--- config.mk ---
export PLATFORM = sky130hd
export DESIGN_NAME = modbus_rtu_response_receiver
export DESIGN_NICKNAME = d
export VERILOG_FILES = /design/src/mbrx_pkg.sv /design/src/modbus_rtu_response_receiver.sv /design/src/mbrx_crc.sv
export SDC_FILE = /design/constraint.sdc
export NUM_CORES = 2
export LEC_CHECK = 0
export BUFFER_PORTS_ARGS = -buffer_cell sky130_fd_sc_hd__buf_2
export CORE_ASPECT_RATIO = 0.6
export CORE_MARGIN = 3
export CORE_UTILIZATION = 30
export CTS_CLUSTER_SIZE = 10
export DETAILED_ROUTE_END_ITERATION = 10
export HOLD_SLACK_MARGIN = 0.1
export PLACE_DENSITY = 0.54
export SKIP_LAST_GASP = 1
export SYNTH_ARGS = -nofsm -noshare
export SYNTH_HDL_FRONTEND = slang
export SYNTH_HIERARCHICAL = 1
export SYNTH_SLANG_ARGS = --single-unit
--- constraint.sdc ---
create_clock -name clk_i -period 4.1 [get_ports clk_i]
set_input_delay 0.41 -clock clk_i [delete_from_list [all_inputs] [get_ports clk_i]]
set_output_delay 0.41 -clock clk_i [all_outputs]
set_load 0.03 [all_outputs]
--- src/mbrx_pkg.sv ---
// Shared types, codes and CRC-16 helper for the Modbus RTU response receiver.
// No dependencies.
package mbrx_pkg;

  typedef enum logic [1:0] {
    FN_START  = 2'd0,
    FN_BYTE   = 2'd1,
    FN_POLL   = 2'd2,
    FN_UNUSED = 2'd3
  } func_e;

  typedef enum logic [1:0] {
    ST_IDLE    = 2'd0,
    ST_RECV    = 2'd1,
    ST_DONE    = 2'd2,
    ST_TIMEOUT = 2'd3
  } status_e;

  localparam int unsigned CfgIdxW = 3;
  localparam logic [CfgIdxW-1:0] REG_SLAVE_ADDR  = 3'd0;
  localparam logic [CfgIdxW-1:0] REG_FUNC_CODE   = 3'd1;
  localparam logic [CfgIdxW-1:0] REG_WORDS       = 3'd2;
  localparam logic [CfgIdxW-1:0] REG_WRITE_ECHO  = 3'd3;
  localparam logic [CfgIdxW-1:0] REG_RETRY_LIMIT = 3'd4;

  localparam logic [15:0] CRC_POLY = 16'hA001;
  localparam logic [15:0] CRC_INIT = 16'hFFFF;
  localparam logic [15:0] CRC_GOOD = 16'h0000;
  localparam logic [7:0]  WRITE_ECHO_FUNC = 8'h10;

  // Reflected CRC-16 update over one byte, LSB first.
  function automatic logic [15:0] crc16_byte(input logic [15:0] crc, input logic [7:0] data);
    logic [15:0] c;
    c = crc ^ {8'h00, data};
    for (int b = 0; b < 8; b++) begin
      c = c[0] ? ((c >> 1) ^ CRC_POLY) : (c >> 1);
    end
    return c;
  endfunction

endpackage

--- src/modbus_rtu_response_receiver.sv ---
// Modbus RTU master-side response receiver: one item in, one or more results out.
// A start, poll or ignored item goes straight to its response; a received byte is written, then
// the slave byte is read and checked, and the function byte too once it is in the store; when the
// byte completes a frame the CRC check reads back all expected_length bytes, bounded by the single
// read port of the frame memory feeding the byte-wide CRC unit. Each payload byte is read, then
// registered to the output unless the output stalls. The frame memory is a circular buffer;
// dropping the oldest byte only advances its head. Depends on mbrx_pkg and mbrx_crc.
module modbus_rtu_response_receiver
  import mbrx_pkg::*;
#(
  parameter int unsigned MAX_WORDS = 32
) (
  input  logic               clk_i,
  input  logic               rst_ni,
  input  logic               in_valid_i,
  output logic               in_stall_o,
  input  logic [1:0]         func_i,
  input  logic [7:0]         rx_byte_i,
  output logic               out_valid_o,
  input  logic               out_stall_i,
  output logic [1:0]         status_o,
  output logic [7:0]         payload_byte_o,
  output logic               payload_valid_o,
  output logic               last_o,
  input  logic               cfg_valid_i,
  output logic               cfg_ready_o,
  input  logic [CfgIdxW-1:0] cfg_index_i,
  input  logic [7:0]         cfg_data_i
);

  localparam int unsigned StoreDepth = 5 + 2 * MAX_WORDS;
  localparam int unsigned AW = $clog2(StoreDepth);
  localparam int unsigned FW = $clog2(StoreDepth + 1);
  localparam int unsigned CW = (FW > 4) ? FW : 4;
  localparam int unsigned KW = $clog2(2 * MAX_WORDS + 1);
  localparam int unsigned WW = $clog2(MAX_WORDS + 1) > 6 ? $clog2(MAX_WORDS + 1) : 6;
  localparam int unsigned MemSize = 2 ** AW;

  typedef enum logic [3:0] {
    S_IDLE, S_RD0, S_CHK0, S_CHK1, S_CRC, S_CRC_TAIL, S_CRC_CHK,
    S_PAY_RD, S_PAY_OUT, S_RESP
  } state_e;

  // configuration
  logic [7:0] slave_q, fcode_q;
  logic [5:0] words_q;
  logic       echo_q;
  logic [3:0] limit_q;

  state_e      state_q, state_d;
  status_e     phase_q, phase_d;
  logic [FW-1:0] fill_q, fill_d, idx_q, idx_d;
  logic [AW-1:0] head_q, head_d;
  logic [4:0]    polls_q, polls_d;
  logic [KW-1:0] k_q, k_d;
  logic          feed_q, feed_d;

  logic       ov_q, ov_d, opv_q, opv_d, olast_q, olast_d;
  logic [1:0] ostat_q, ostat_d;
  logic [7:0] obyte_q, obyte_d;

  logic [7:0]    mem [MemSize];
  logic [7:0]    rd_data_q;
  logic [AW-1:0] rd_addr, wr_addr;
  logic          wr_en;

  logic [WW-1:0] words_w;
  logic [CW-1:0] expect_c, fill_c;
  logic [KW-1:0] n_c;
  logic [7:0]    fexp_c;
  logic          out_free, crc_good, crc_init;

  assign cfg_ready_o = 1'b1;

  always_ff @(posedge clk_i or negedge rst_ni) begin
    if (!rst_ni) begin
      slave_q <= 8'd1;
      fcode_q <= 8'd3;
      words_q <= 6'd1;
      echo_q  <= 1'b0;
      limit_q <= 4'd3;
    end else if (cfg_valid_i) begin
      case (cfg_index_i)
        REG_SLAVE_ADDR:  slave_q <= cfg_data_i;
        REG_FUNC_CODE:   fcode_q <= cfg_data_i;
        REG_WORDS:       words_q <= cfg_data_i[5:0];
        REG_WRITE_ECHO:  echo_q  <= cfg_data_i[0];
        REG_RETRY_LIMIT: limit_q <= cfg_data_i[3:0];
        default: ;
      endcase
    end
  end

  // saturate word count to the store size
  assign words_w  = (WW'(words_q) > WW'(MAX_WORDS)) ? WW'(MAX_WORDS) : WW'(words_q);
  assign expect_c = echo_q ? CW'(8) : CW'(5) + CW'({words_w, 1'b0});
  assign n_c      = KW'({words_w, 1'b0});
  assign fexp_c   = echo_q ? WRITE_ECHO_FUNC : fcode_q;
  assign fill_c   = CW'(fill_q);
  assign out_free = !ov_q || !out_stall_i;
  assign crc_init = (state_q == S_CHK1);

  always_comb begin
    case (state_q)
      S_RD0:               rd_addr = head_q;
      S_CHK0:              rd_addr = AW'(head_q + AW'(1));
      S_CRC:               rd_addr = AW'(head_q + AW'(idx_q));
      S_PAY_RD, S_PAY_OUT: rd_addr = AW'(head_q + AW'(3) + AW'(k_q));
      default:             rd_addr = head_q;
    endcase
  end

  assign wr_addr = AW'(head_q + AW'(fill_q));

  always_ff @(posedge clk_i) begin
    if (wr_en) begin
      mem[wr_addr] <= rx_byte_i;
    end
    rd_data_q <= mem[rd_addr];
  end

  mbrx_crc u_crc (
    .clk_i  (clk_i),
    .rst_ni (rst_ni),
    .init_i (crc_init),
    .en_i   (feed_q),
    .data_i (rd_data_q),
    .good_o (crc_good)
  );

  always_comb begin
    state_d = state_q;
    phase_d = phase_q;
    fill_d  = fill_q;
    idx_d   = idx_q;
    head_d  = head_q;
    polls_d = polls_q;
    k_d     = k_q;
    feed_d  = 1'b0;
    wr_en   = 1'b0;
    ov_d    = ov_q && out_stall_i;
    opv_d   = opv_q;
    olast_d = olast_q;
    ostat_d = ostat_q;
    obyte_d = obyte_q;
    case (state_q)
      S_IDLE: begin
        if (in_valid_i) begin
          state_d = S_RESP;
          case (func_e'(func_i))
            FN_START: begin
              fill_d  = '0;
              polls_d = '0;
              phase_d = ST_RECV;
            end
            FN_BYTE: begin
              if (phase_q == ST_RECV) begin
                if (fill_q >= FW'(StoreDepth)) begin
                  fill_d = '0;
                end else begin
                  wr_en   = 1'b1;
                  fill_d  = FW'(fill_q + FW'(1));
                  state_d = S_RD0;
                end
              end
            end
            FN_POLL: begin
              if (phase_q == ST_RECV) begin
                if (polls_q > {1'b0, limit_q}) begin
                  phase_d = ST_TIMEOUT;
                end else begin
                  polls_d = 5'(polls_q + 5'd1);
                end
              end
            end
            default: ;
          endcase
        end
      end
      S_RD0: state_d = S_CHK0;
      S_CHK0: begin
        if (rd_data_q != slave_q) begin
          fill_d  = '0;
          state_d = S_RESP;
        end else if (fill_q < FW'(2)) begin
          state_d = S_RESP;
        end else begin
          state_d = S_CHK1;
        end
      end
      S_CHK1: begin
        state_d = S_RESP;
        if (rd_data_q != fexp_c) begin
          head_d = AW'(head_q + AW'(1));
          fill_d = FW'(fill_q - FW'(1));
        end else if (fill_c > expect_c) begin
          fill_d = '0;
        end else if (fill_c == expect_c) begin
          idx_d   = '0;
          state_d = S_CRC;
        end
      end
      S_CRC: begin
        feed_d = 1'b1;
        idx_d  = FW'(idx_q + FW'(1));
        if (CW'(idx_q) == CW'(expect_c - CW'(1))) begin
          state_d = S_CRC_TAIL;
        end
      end
      S_CRC_TAIL: state_d = S_CRC_CHK;
      S_CRC_CHK: begin
        state_d = S_RESP;
        if (crc_good) begin
          phase_d = ST_DONE;
          fill_d  = '0;
          if (!echo_q && (n_c != '0)) begin
            k_d     = '0;
            state_d = S_PAY_RD;
          end
        end else begin
          head_d = AW'(head_q + AW'(1));
          fill_d = FW'(fill_q - FW'(1));
        end
      end
      S_PAY_RD: state_d = S_PAY_OUT;
      S_PAY_OUT: begin
        if (out_free) begin
          ov_d    = 1'b1;
          ostat_d = ST_DONE;
          obyte_d = rd_data_q;
          opv_d   = 1'b1;
          olast_d = (k_q == KW'(n_c - KW'(1)));
          if (olast_d) begin
            state_d = S_IDLE;
          end else begin
            k_d     = KW'(k_q + KW'(1));
            state_d = S_PAY_RD;
          end
        end
      end
      S_RESP: begin
        if (out_free) begin
          ov_d    = 1'b1;
          ostat_d = phase_q;
          obyte_d = 8'h00;
          opv_d   = 1'b0;
          olast_d = 1'b1;
          state_d = S_IDLE;
        end
      end
      default: state_d = S_IDLE;
    endcase
  end

  always_ff @(posedge clk_i or negedge rst_ni) begin
    if (!rst_ni) begin
      state_q <= S_IDLE;
      phase_q <= ST_IDLE;
      fill_q  <= '0;
      head_q  <= '0;
      polls_q <= '0;
      idx_q   <= '0;
      k_q     <= '0;
      feed_q  <= 1'b0;
      ov_q    <= 1'b0;
      ostat_q <= '0;
      obyte_q <= '0;
      opv_q   <= 1'b0;
      olast_q <= 1'b0;
    end else begin
      state_q <= state_d;
      phase_q <= phase_d;
      fill_q  <= fill_d;
      head_q  <= head_d;
      polls_q <= polls_d;
      idx_q   <= idx_d;
      k_q     <= k_d;
      feed_q  <= feed_d;
      ov_q    <= ov_d;
      ostat_q <= ostat_d;
      obyte_q <= obyte_d;
      opv_q   <= opv_d;
      olast_q <= olast_d;
    end
  end

  assign in_stall_o      = (state_q != S_IDLE);
  assign out_valid_o     = ov_q;
  assign status_o        = ostat_q;
  assign payload_byte_o  = obyte_q;
  assign payload_valid_o = opv_q;
  assign last_o          = olast_q;

  a_fill_bound: assert property (@(posedge clk_i) disable iff (!rst_ni)
    fill_q <= FW'(StoreDepth))
    else $error("frame fill count beyond store depth");

  a_busy_after_accept: assert property (@(posedge clk_i) disable iff (!rst_ni)
    (in_valid_i && !in_stall_o) |=> in_stall_o)
    else $error("input accepted without starting work");

  a_payload_status: assert property (@(posedge clk_i) disable iff (!rst_ni)
    (out_valid_o && payload_valid_o) |-> (status_o == ST_DONE))
    else $error("payload byte outside an accepted frame");

endmodule

--- src/mbrx_crc.sv ---
// Byte-wide CRC-16 accumulator, reused for every frame check.
// Depends on mbrx_pkg.
module mbrx_crc
  import mbrx_pkg::*;
(
  input  logic       clk_i,
  input  logic       rst_ni,
  input  logic       init_i,
  input  logic       en_i,
  input  logic [7:0] data_i,
  output logic       good_o
);

  logic [15:0] crc_q, crc_d;

  always_comb begin
    crc_d = crc_q;
    if (init_i) begin
      crc_d = CRC_INIT;
    end else if (en_i) begin
      crc_d = crc16_byte(crc_q, data_i);
    end
  end

  always_ff @(posedge clk_i or negedge rst_ni) begin
    if (!rst_ni) begin
      crc_q <= CRC_INIT;
    end else begin
      crc_q <= crc_d;
    end
  end

  assign good_o = (crc_q == CRC_GOOD);

endmodule
**After elaboration in Yosys (flattened, before gate mapping)**

Memories as Yosys holds them, arrays and structs flattened. A register that Yosys moved wholly into a read port is not among the register bits.
Cells that the tools add are included.

- Logic and storage cells: 205
- Bits in registers: 96
- Bits in writable memories: 1024
- Bits in read-only memories: 0
- Bits of input ports: 26
- Latch bits: 0
- Output and inout port bits: 15
- Memories kept: 1

- Order comparisons: 5
- Multiply operators: 0
- Bitwise logic cells: 9
- Equal/unequal tests: 42
- Reductions and logical operators: 35
- Muxes and demuxes: 81
- Div/mod/pow operators: 0
- Add/sub/neg operators: 13
- Shifts and indexed selects: 0

Memory list:

| name | words | width | read ports | clocked after Yosys merged registers in | write ports | RTL line | source |
|---|---|---|---|---|---|---|---|
| mem | 128 | 8 | 1 | 1 | 1 | modbus_rtu_response_receiver.sv:62 | `logic [7:0] mem [MemSize];` |

Operators with widths:

| operator | number |
|---|---|
| 2-to-1 mux 16 bit | 10 |
| 2-to-1 mux 7 bit | 17 |
| 2-to-1 mux 4 bit | 14 |
| case mux 7 bit (2 select lines) | 4 |
| case mux 4 bit (10 select lines) | 1 |
| adder 7 x 1 -> 7 bit, second input constant | 4 |
| case mux 7 bit (4 select lines) | 1 |
| != test 2 bit, second input constant | 13 |
| 2-to-1 mux 8 bit | 3 |
| NOT 2 -> 3 bit | 8 |
| adder 7 bit | 3 |
| == test 7 bit | 3 |
| case mux 7 bit (3 select lines) | 1 |
| subtractor 7 x 1 -> 7 bit, second input constant | 3 |
| == test 4 x 3 -> 1 bit, second input constant | 4 |
| logical NOT 16 bit | 1 |
| != test 8 bit | 2 |
| case mux 8 bit (2 select lines) | 1 |
| XOR 16 x 8 -> 16 bit | 1 |
| nonzero test 2 bit | 7 |
| 2-to-1 mux 1 bit | 13 |
| 2-to-1 mux 2 bit | 6 |
| case mux 2 bit (2 select lines) | 3 |
| AND reduction 6 bit | 2 |
| 37 further kinds | 60 |

**Logic depth before layout (Yosys ltp)**

- Word-level depth: 19
- Depth in mapped cells: 17
- Depth with buffers taken out: 14

**Cells and area by module**

The synthesis kept the hierarchy.

By module, submodules not included:

| module | cells each | times used | area an instance (µm²) | sequential area each (µm²) |
|---|---|---|---|---|
| modbus_rtu_response_receiver | 3558 | 1 | 46925.0 | 32919.1 |
| mbrx_crc | 99 | 1 | 1091.0 | 420.4 |

**Worst setup path after synthesis**

Ideal clock, no wire load.

- Path type: reg-to-reg
- Start: reg head_q[1]
- End: reg rd_data_q[6], read port of mem
- Cell stages (with the launch flop): 14
- Slack: 664 ps
- Setup time: 117 ps
- Clock period less this slack: 3436 ps
- Data required time: 3983 ps
- Data arrival time: 3319 ps
- Path through: dfrtp_1 -> inv_1 -> ha_1 -> inv_1 -> ha_1 -> fa_1 -> xor2_1 -> a21o_1 -> a211oi_4 -> a311oi_1 -> a311oi_1 -> a311oi_1 -> or4_1 -> and4b_1

- Word-level cells in the longest chain between the ends: 3
- Elaborated cells on any way between the ends: 5
- Those cells by class: add/sub: 4; mux: 1

RTL lines:

| what | RTL line | source |
|---|---|---|
| start: declaration | modbus_rtu_response_receiver.sv:53 | `logic [AW-1:0] head_q, head_d;` |
| start signal: assignment | modbus_rtu_response_receiver.sv:260 | `head_q <= '0;` |
| start signal: assignment | modbus_rtu_response_receiver.sv:274 | `head_q <= head_d;` |
| adder 7 x 2 -> 7 bit | modbus_rtu_response_receiver.sv:108 | `S_PAY_RD, S_PAY_OUT: rd_addr = AW'(head_q + AW'(3) + AW'(k_q));` |
| adder 7 bit | modbus_rtu_response_receiver.sv:108 |  |
| case mux 7 bit (3 select lines) * | modbus_rtu_response_receiver.sv:104 | `case (state_q)` |
| end: declaration | modbus_rtu_response_receiver.sv:63 | `logic [7:0] rd_data_q;` |

Mark *: on every way between the ends. The rest lies on a longest branch, timed or not.
A chain may end at the register's enable or synchronous reset.

**Worst setup path in the final report**

- Start: reg state_q[0]
- End: reg rd_data_q[3], read port of mem

- Word-level cells in the longest chain between the ends: 3
- Elaborated cells on any way between the ends: 6
- Those cells by class: eq/ne: 4; mux: 1; reduce/logical: 1

RTL lines:

| what | RTL line | source |
|---|---|---|
| start: declaration | modbus_rtu_response_receiver.sv:50 | `state_e state_q, state_d;` |
| start signal: assignment | modbus_rtu_response_receiver.sv:271 | `state_q <= state_d;` |
| == test 4 bit or == test 4 x 3 -> 1 bit (tied branches) | modbus_rtu_response_receiver.sv:104 |  |
| OR reduction 2 bit | modbus_rtu_response_receiver.sv:104 |  |
| case mux 7 bit (3 select lines) * | modbus_rtu_response_receiver.sv:104 |  |

Marked as above.

==> impl_metrics.prom <==
# TYPE chip_impl_metric gauge
chip_impl_metric{name="maxSlewViolCount",unit=""} 0
chip_impl_metric{name="cts_num_sinks",unit=""} 1128
chip_impl_metric{name="floorplan.core_area",unit="µm²"} 159000
chip_impl_metric{name="die_width",unit="µm"} 522
chip_impl_metric{name="route.final.wire_length",unit="mm"} 146
chip_impl_metric{name="drt-initial-drc-count",unit=""} 3971
chip_impl_info{name="worst-setup-path-type",value="register to register"} 1
chip_impl_metric{name="synth_seq_area_share",unit=""} 0.694
chip_impl_info{name="result_of_the_run",value="finished, violations left"} 1
chip_impl_metric{name="fin_worst_skew",unit="ns"} 0.0321
chip_impl_metric{name="post_synth_instance_area",unit="µm²"} 48000
chip_impl_metric{name="design.final.nets",unit=""} 4086
chip_impl_metric{name="post-route-util",unit=""} 0.359
chip_impl_metric{name="final_layout_size_suffix_gt1_frac",unit=""} 0.173
chip_impl_metric{name="post_route_total_power",unit="mW"} 47.6
chip_impl_metric{name="critPathArrivalTime",unit="ns"} 4.82
chip_impl_metric{name="cellPowerDensity",unit="nW/µm²"} 835
chip_impl_metric{name="floorplan.die_area",unit="µm²"} 165000
chip_impl_metric{name="remaining_drc_errors",unit=""} 0
chip_impl_metric{name="routed-via-count",unit=""} 31987
chip_impl_metric{name="place_area",unit="µm²"} 52900
chip_impl_metric{name="hold_viol",unit=""} 0
chip_impl_metric{name="synth.lib_cells_used.distinct",unit=""} 105
chip_impl_metric{name="std_cell_rows",unit=""} 113
chip_impl_metric{name="numCtsBuffers",unit=""} 131
chip_impl_metric{name="power.ir.vdd_worst",unit="µV"} 596
chip_impl_metric{name="floorplan.initialDensity",unit=""} 0.303
chip_impl_metric{name="wire_per_inst",unit="µm"} 23.6
chip_impl_metric{name="global_route.overflow_total",unit=""} 0
chip_impl_info{name="synth_area_leaders",value="sky130_fd_sc_hd__edfxtp_1 (64%), sky130_fd_sc_hd__nand2_1 (6.8%), sky130_fd_sc_hd__dfrtp_1 (3.9%)"} 1
chip_impl_info{name="worstSetupStartpointType",value="register"} 1
chip_impl_info{name="post-synth-top-area-cell",value="sky130_fd_sc_hd__edfxtp_1"} 1
chip_impl_metric{name="final_area",unit="µm²"} 57000
chip_impl_metric{name="clk_pin_slew_worst_paths",unit="ns"} 0.06
chip_impl_metric{name="synth_largest_type_area_fraction",unit=""} 0.640
chip_impl_info{name="final_cell_mix",value="sky130_fd_sc_hd__edfxtp_1 (1024), sky130_fd_sc_hd__nand2_1 (866), sky130_fd_sc_hd__buf_4 (334)"} 1
chip_impl_metric{name="grt_antenna_before_repair",unit=""} 3
chip_impl_metric{name="route.antenna.remaining_nets",unit=""} 0
chip_impl_info{name="synth_top_flop_cell",value="sky130_fd_sc_hd__edfxtp_1"} 1
chip_impl_metric{name="post-place-ws",unit="ns"} -0.256
chip_impl_metric{name="hold-path-cell-count",unit=""} 5
chip_impl_metric{name="synth_fp_nets",unit=""} 3731
chip_impl_metric{name="max_clock_freq",unit="GHz"} 0.240
chip_impl_metric{name="die_h",unit="µm"} 316
chip_impl_metric{name="drt_pre_antenna_iters",unit=""} 6
chip_impl_metric{name="gp_routability_congestion",unit=""} 0.895
chip_impl_metric{name="number_of_non_filler_instances_in_the_completed_layout",unit=""} 6187
chip_impl_metric{name="worst_slack",unit="ns"} -0.0593
chip_impl_metric{name="synth_edf_count",unit=""} 1024
chip_impl_metric{name="setup_tns",unit="ns"} -0.0593
chip_impl_metric{name="data_required_time_of_the_critical_path",unit="ns"} 4.76
chip_impl_metric{name="ys_warn_count",unit=""} 6
chip_impl_info{name="mostFrequentLayoutCell",value="sky130_fd_sc_hd__edfxtp_1"} 1
chip_impl_metric{name="maxCapViolations",unit=""} 0
chip_impl_metric{name="maxSlewHeadroom",unit=""} 0.220
chip_impl_metric{name="timing.hold.ws",unit="ns"} 0.237
chip_impl_metric{name="synth_area_per_cell",unit="µm²"} 13.1
chip_impl_metric{name="io_buffer_count",unit=""} 39
chip_impl_metric{name="ctsHtreeMaxLevel",unit=""} 4
chip_impl_metric{name="seqCellArea",unit="µm²"} 33300
chip_impl_metric{name="tcrit_tclk_final",unit=""} 1.01
chip_impl_metric{name="multi_input_comb_area",unit="µm²"} 13500
chip_impl_metric{name="final_period_minus_worst_setup_slack",unit="ns"} 4.16
chip_impl_info{name="clock_tree.root_cell",value="sky130_fd_sc_hd__clkbuf_16"} 1
chip_impl_metric{name="worst_slew_pin_slew",unit="ns"} 1.15
chip_impl_metric{name="clock_latency",unit="ns"} 0.74
chip_impl_info{name="rsz0062_at_grt",value="true"} 1
chip_impl_metric{name="placed_cells",unit=""} 5981
chip_impl_metric{name="r2r.worst_path.cells",unit=""} 14
chip_impl_info{name="tritoncts",value="built"} 1
chip_impl_info{name="failed_checks",value="negative setup slack"} 1
chip_impl_metric{name="post_synth_inst_count",unit=""} 3657
chip_impl_metric{name="grt_first_pass_wirelength",unit="mm"} 213
chip_impl_metric{name="via_to_cell_ratio",unit=""} 5.17
chip_impl_metric{name="crit_fanout",unit=""} 19
chip_impl_metric{name="fillCellCount",unit=""} 15297
chip_impl_metric{name="clock_tree.buffer_depth",unit=""} 3
chip_impl_metric{name="syn2layout_area_growth",unit="%"} 18.7
chip_impl_metric{name="synthArstFlopShare",unit=""} 0.0851
chip_impl_info{name="min_path_type",value="input pin to register"} 1
chip_impl_metric{name="grt_pass1_vias",unit=""} 30142
chip_impl_metric{name="dp_hpwl",unit="mm"} 94.5
chip_impl_metric{name="grt_max_degree",unit=""} 129
chip_impl_metric{name="yosys_register_bits",unit=""} 1128
chip_impl_info{name="end_kind",value="register"} 1
chip_impl_metric{name="io-pin-count",unit=""} 41
chip_impl_metric{name="overall_fraction_of_global_route_tracks_in_use",unit=""} 0.174
chip_impl_metric{name="static-leakage-power",unit="nW"} 20.3
chip_impl_metric{name="setup_violations",unit=""} 1
-- critical path, stage by stage (launching register included) --
cell and delay [ns]:
sky130_fd_sc_hd__dfrtp_1 0.50, sky130_fd_sc_hd__buf_4 0.23, sky130_fd_sc_hd__nor4b_2 0.37, sky130_fd_sc_hd__nor2_2 0.17, sky130_fd_sc_hd__a311oi_4 0.38, sky130_fd_sc_hd__clkbuf_16 0.30, sky130_fd_sc_hd__buf_4 0.22, sky130_fd_sc_hd__nand2_1 0.07
sky130_fd_sc_hd__and3_1 0.18, sky130_fd_sc_hd__a31oi_1 0.44, sky130_fd_sc_hd__o22ai_1 0.19, sky130_fd_sc_hd__nor4_1 0.46, sky130_fd_sc_hd__buf_4 0.25, sky130_fd_sc_hd__a221oi_1 0.12, sky130_fd_sc_hd__a31oi_1 0.16
-- synthesized netlist by cell type (26+ instances only) --
cell type,n
sky130_fd_sc_hd__ha_1,45
sky130_fd_sc_hd__and3_1,82
sky130_fd_sc_hd__xor2_1,30
sky130_fd_sc_hd__nand3_1,260
sky130_fd_sc_hd__inv_1,28
sky130_fd_sc_hd__dfrtp_1,74
sky130_fd_sc_hd__o22ai_1,51
sky130_fd_sc_hd__nand2_1,868
sky130_fd_sc_hd__a311oi_1,31
sky130_fd_sc_hd__nor3_1,26
sky130_fd_sc_hd__clkbuf_1,45
sky130_fd_sc_hd__edfxtp_1,1024
sky130_fd_sc_hd__mux2i_1,61
sky130_fd_sc_hd__o21ai_0,48
sky130_fd_sc_hd__nor2_1,201
sky130_fd_sc_hd__buf_2,85
sky130_fd_sc_hd__mux4_2,35
sky130_fd_sc_hd__xnor2_1,46
sky130_fd_sc_hd__a21oi_1,86
sky130_fd_sc_hd__mux2_2,27
sky130_fd_sc_hd__a31oi_1,96
sky130_fd_sc_hd__buf_4,48
-- layer usage --
metal,vias to the layer above,routed length [µm],track usage
li1,14257,-,-
met1,16184,73200,0.290
met2,1382,55500,0.217
met3,160,15500,0.0472
met4,4,2030,0.0349
met5,-,27,0
-- state kept, by name, indices dropped and copies added (netlist names), 5 cells and up --
signal and cells:
mem 1024, u_crc/crc_q 16, fcode_q 8, payload_byte_o 8, rd_data_q 8, slave_q 8
fill_c 7, head_q 7, idx_q 7, k_q 7, words_q 6, polls_q 5
-- report_power, final --
part           switching (mW)  leakage, nW  internal [mW]
combinational            15.1         8.05           8.41
sequential              0.556         10.4           13.0
clock                    4.57         1.77           5.96
total                    20.3         20.3           27.4
-- final timing paths --
path	startpoint	endpoint	slack (ns)
max reg2reg	state_q[0]$_DFFE_PN0P_	rd_data_q[3]$_DFF_P_	-0.06
min in group asynchronous	rst_ni	head_q[4]$_DFFE_PN0P_	0.26
max	state_q[0]$_DFFE_PN0P_	rd_data_q[3]$_DFF_P_	-0.06
max in group asynchronous	rst_ni	limit_q[0]$_DFFE_PN1P_	2.90
min reg2reg	payload_valid_o$_DFFE_PN0P_	payload_valid_o$_DFFE_PN0P_	0.47
min	in_valid_i	state_q[1]$_DFFE_PN0P_	0.24
-- timing repair --
action,4_1_cts,5_1_grt
buffers inserted,1,4
cloned,0,1
hold endpoints to repair,108,0
pin swaps,1,2
gates resized for setup,3,31
setup endpoints to repair,7,8
hold buffers,19,0
-- final cells by class --
| cell class | count | area share |
|---|---|---|
| well taps | 2127 | 0.0467 |
| clock inverters | 11 | 0.00263 |
| repair buffers | 426 | 0.0650 |
| multi-input cells | 2296 | 0.237 |
| inverters | 29 | 0.00191 |
| flip-flops and latches | 1128 | 0.585 |
| clock buffers | 169 | 0.0617 |
| diodes | 1 | 0.0000439 |
-- cell families after synthesis --
family | synth area share
and+or+nand+nor | 0.143
AOI/OAI and AO/OA | 0.0680
other | 0.0000781
DFF | 0.694
adders and majority gates | 0.0130
muxes | 0.0355
buffers and inverters | 0.0282
xor gates and xnor gates | 0.0177
No activity file was read; power rests on OpenSTA's default activity.
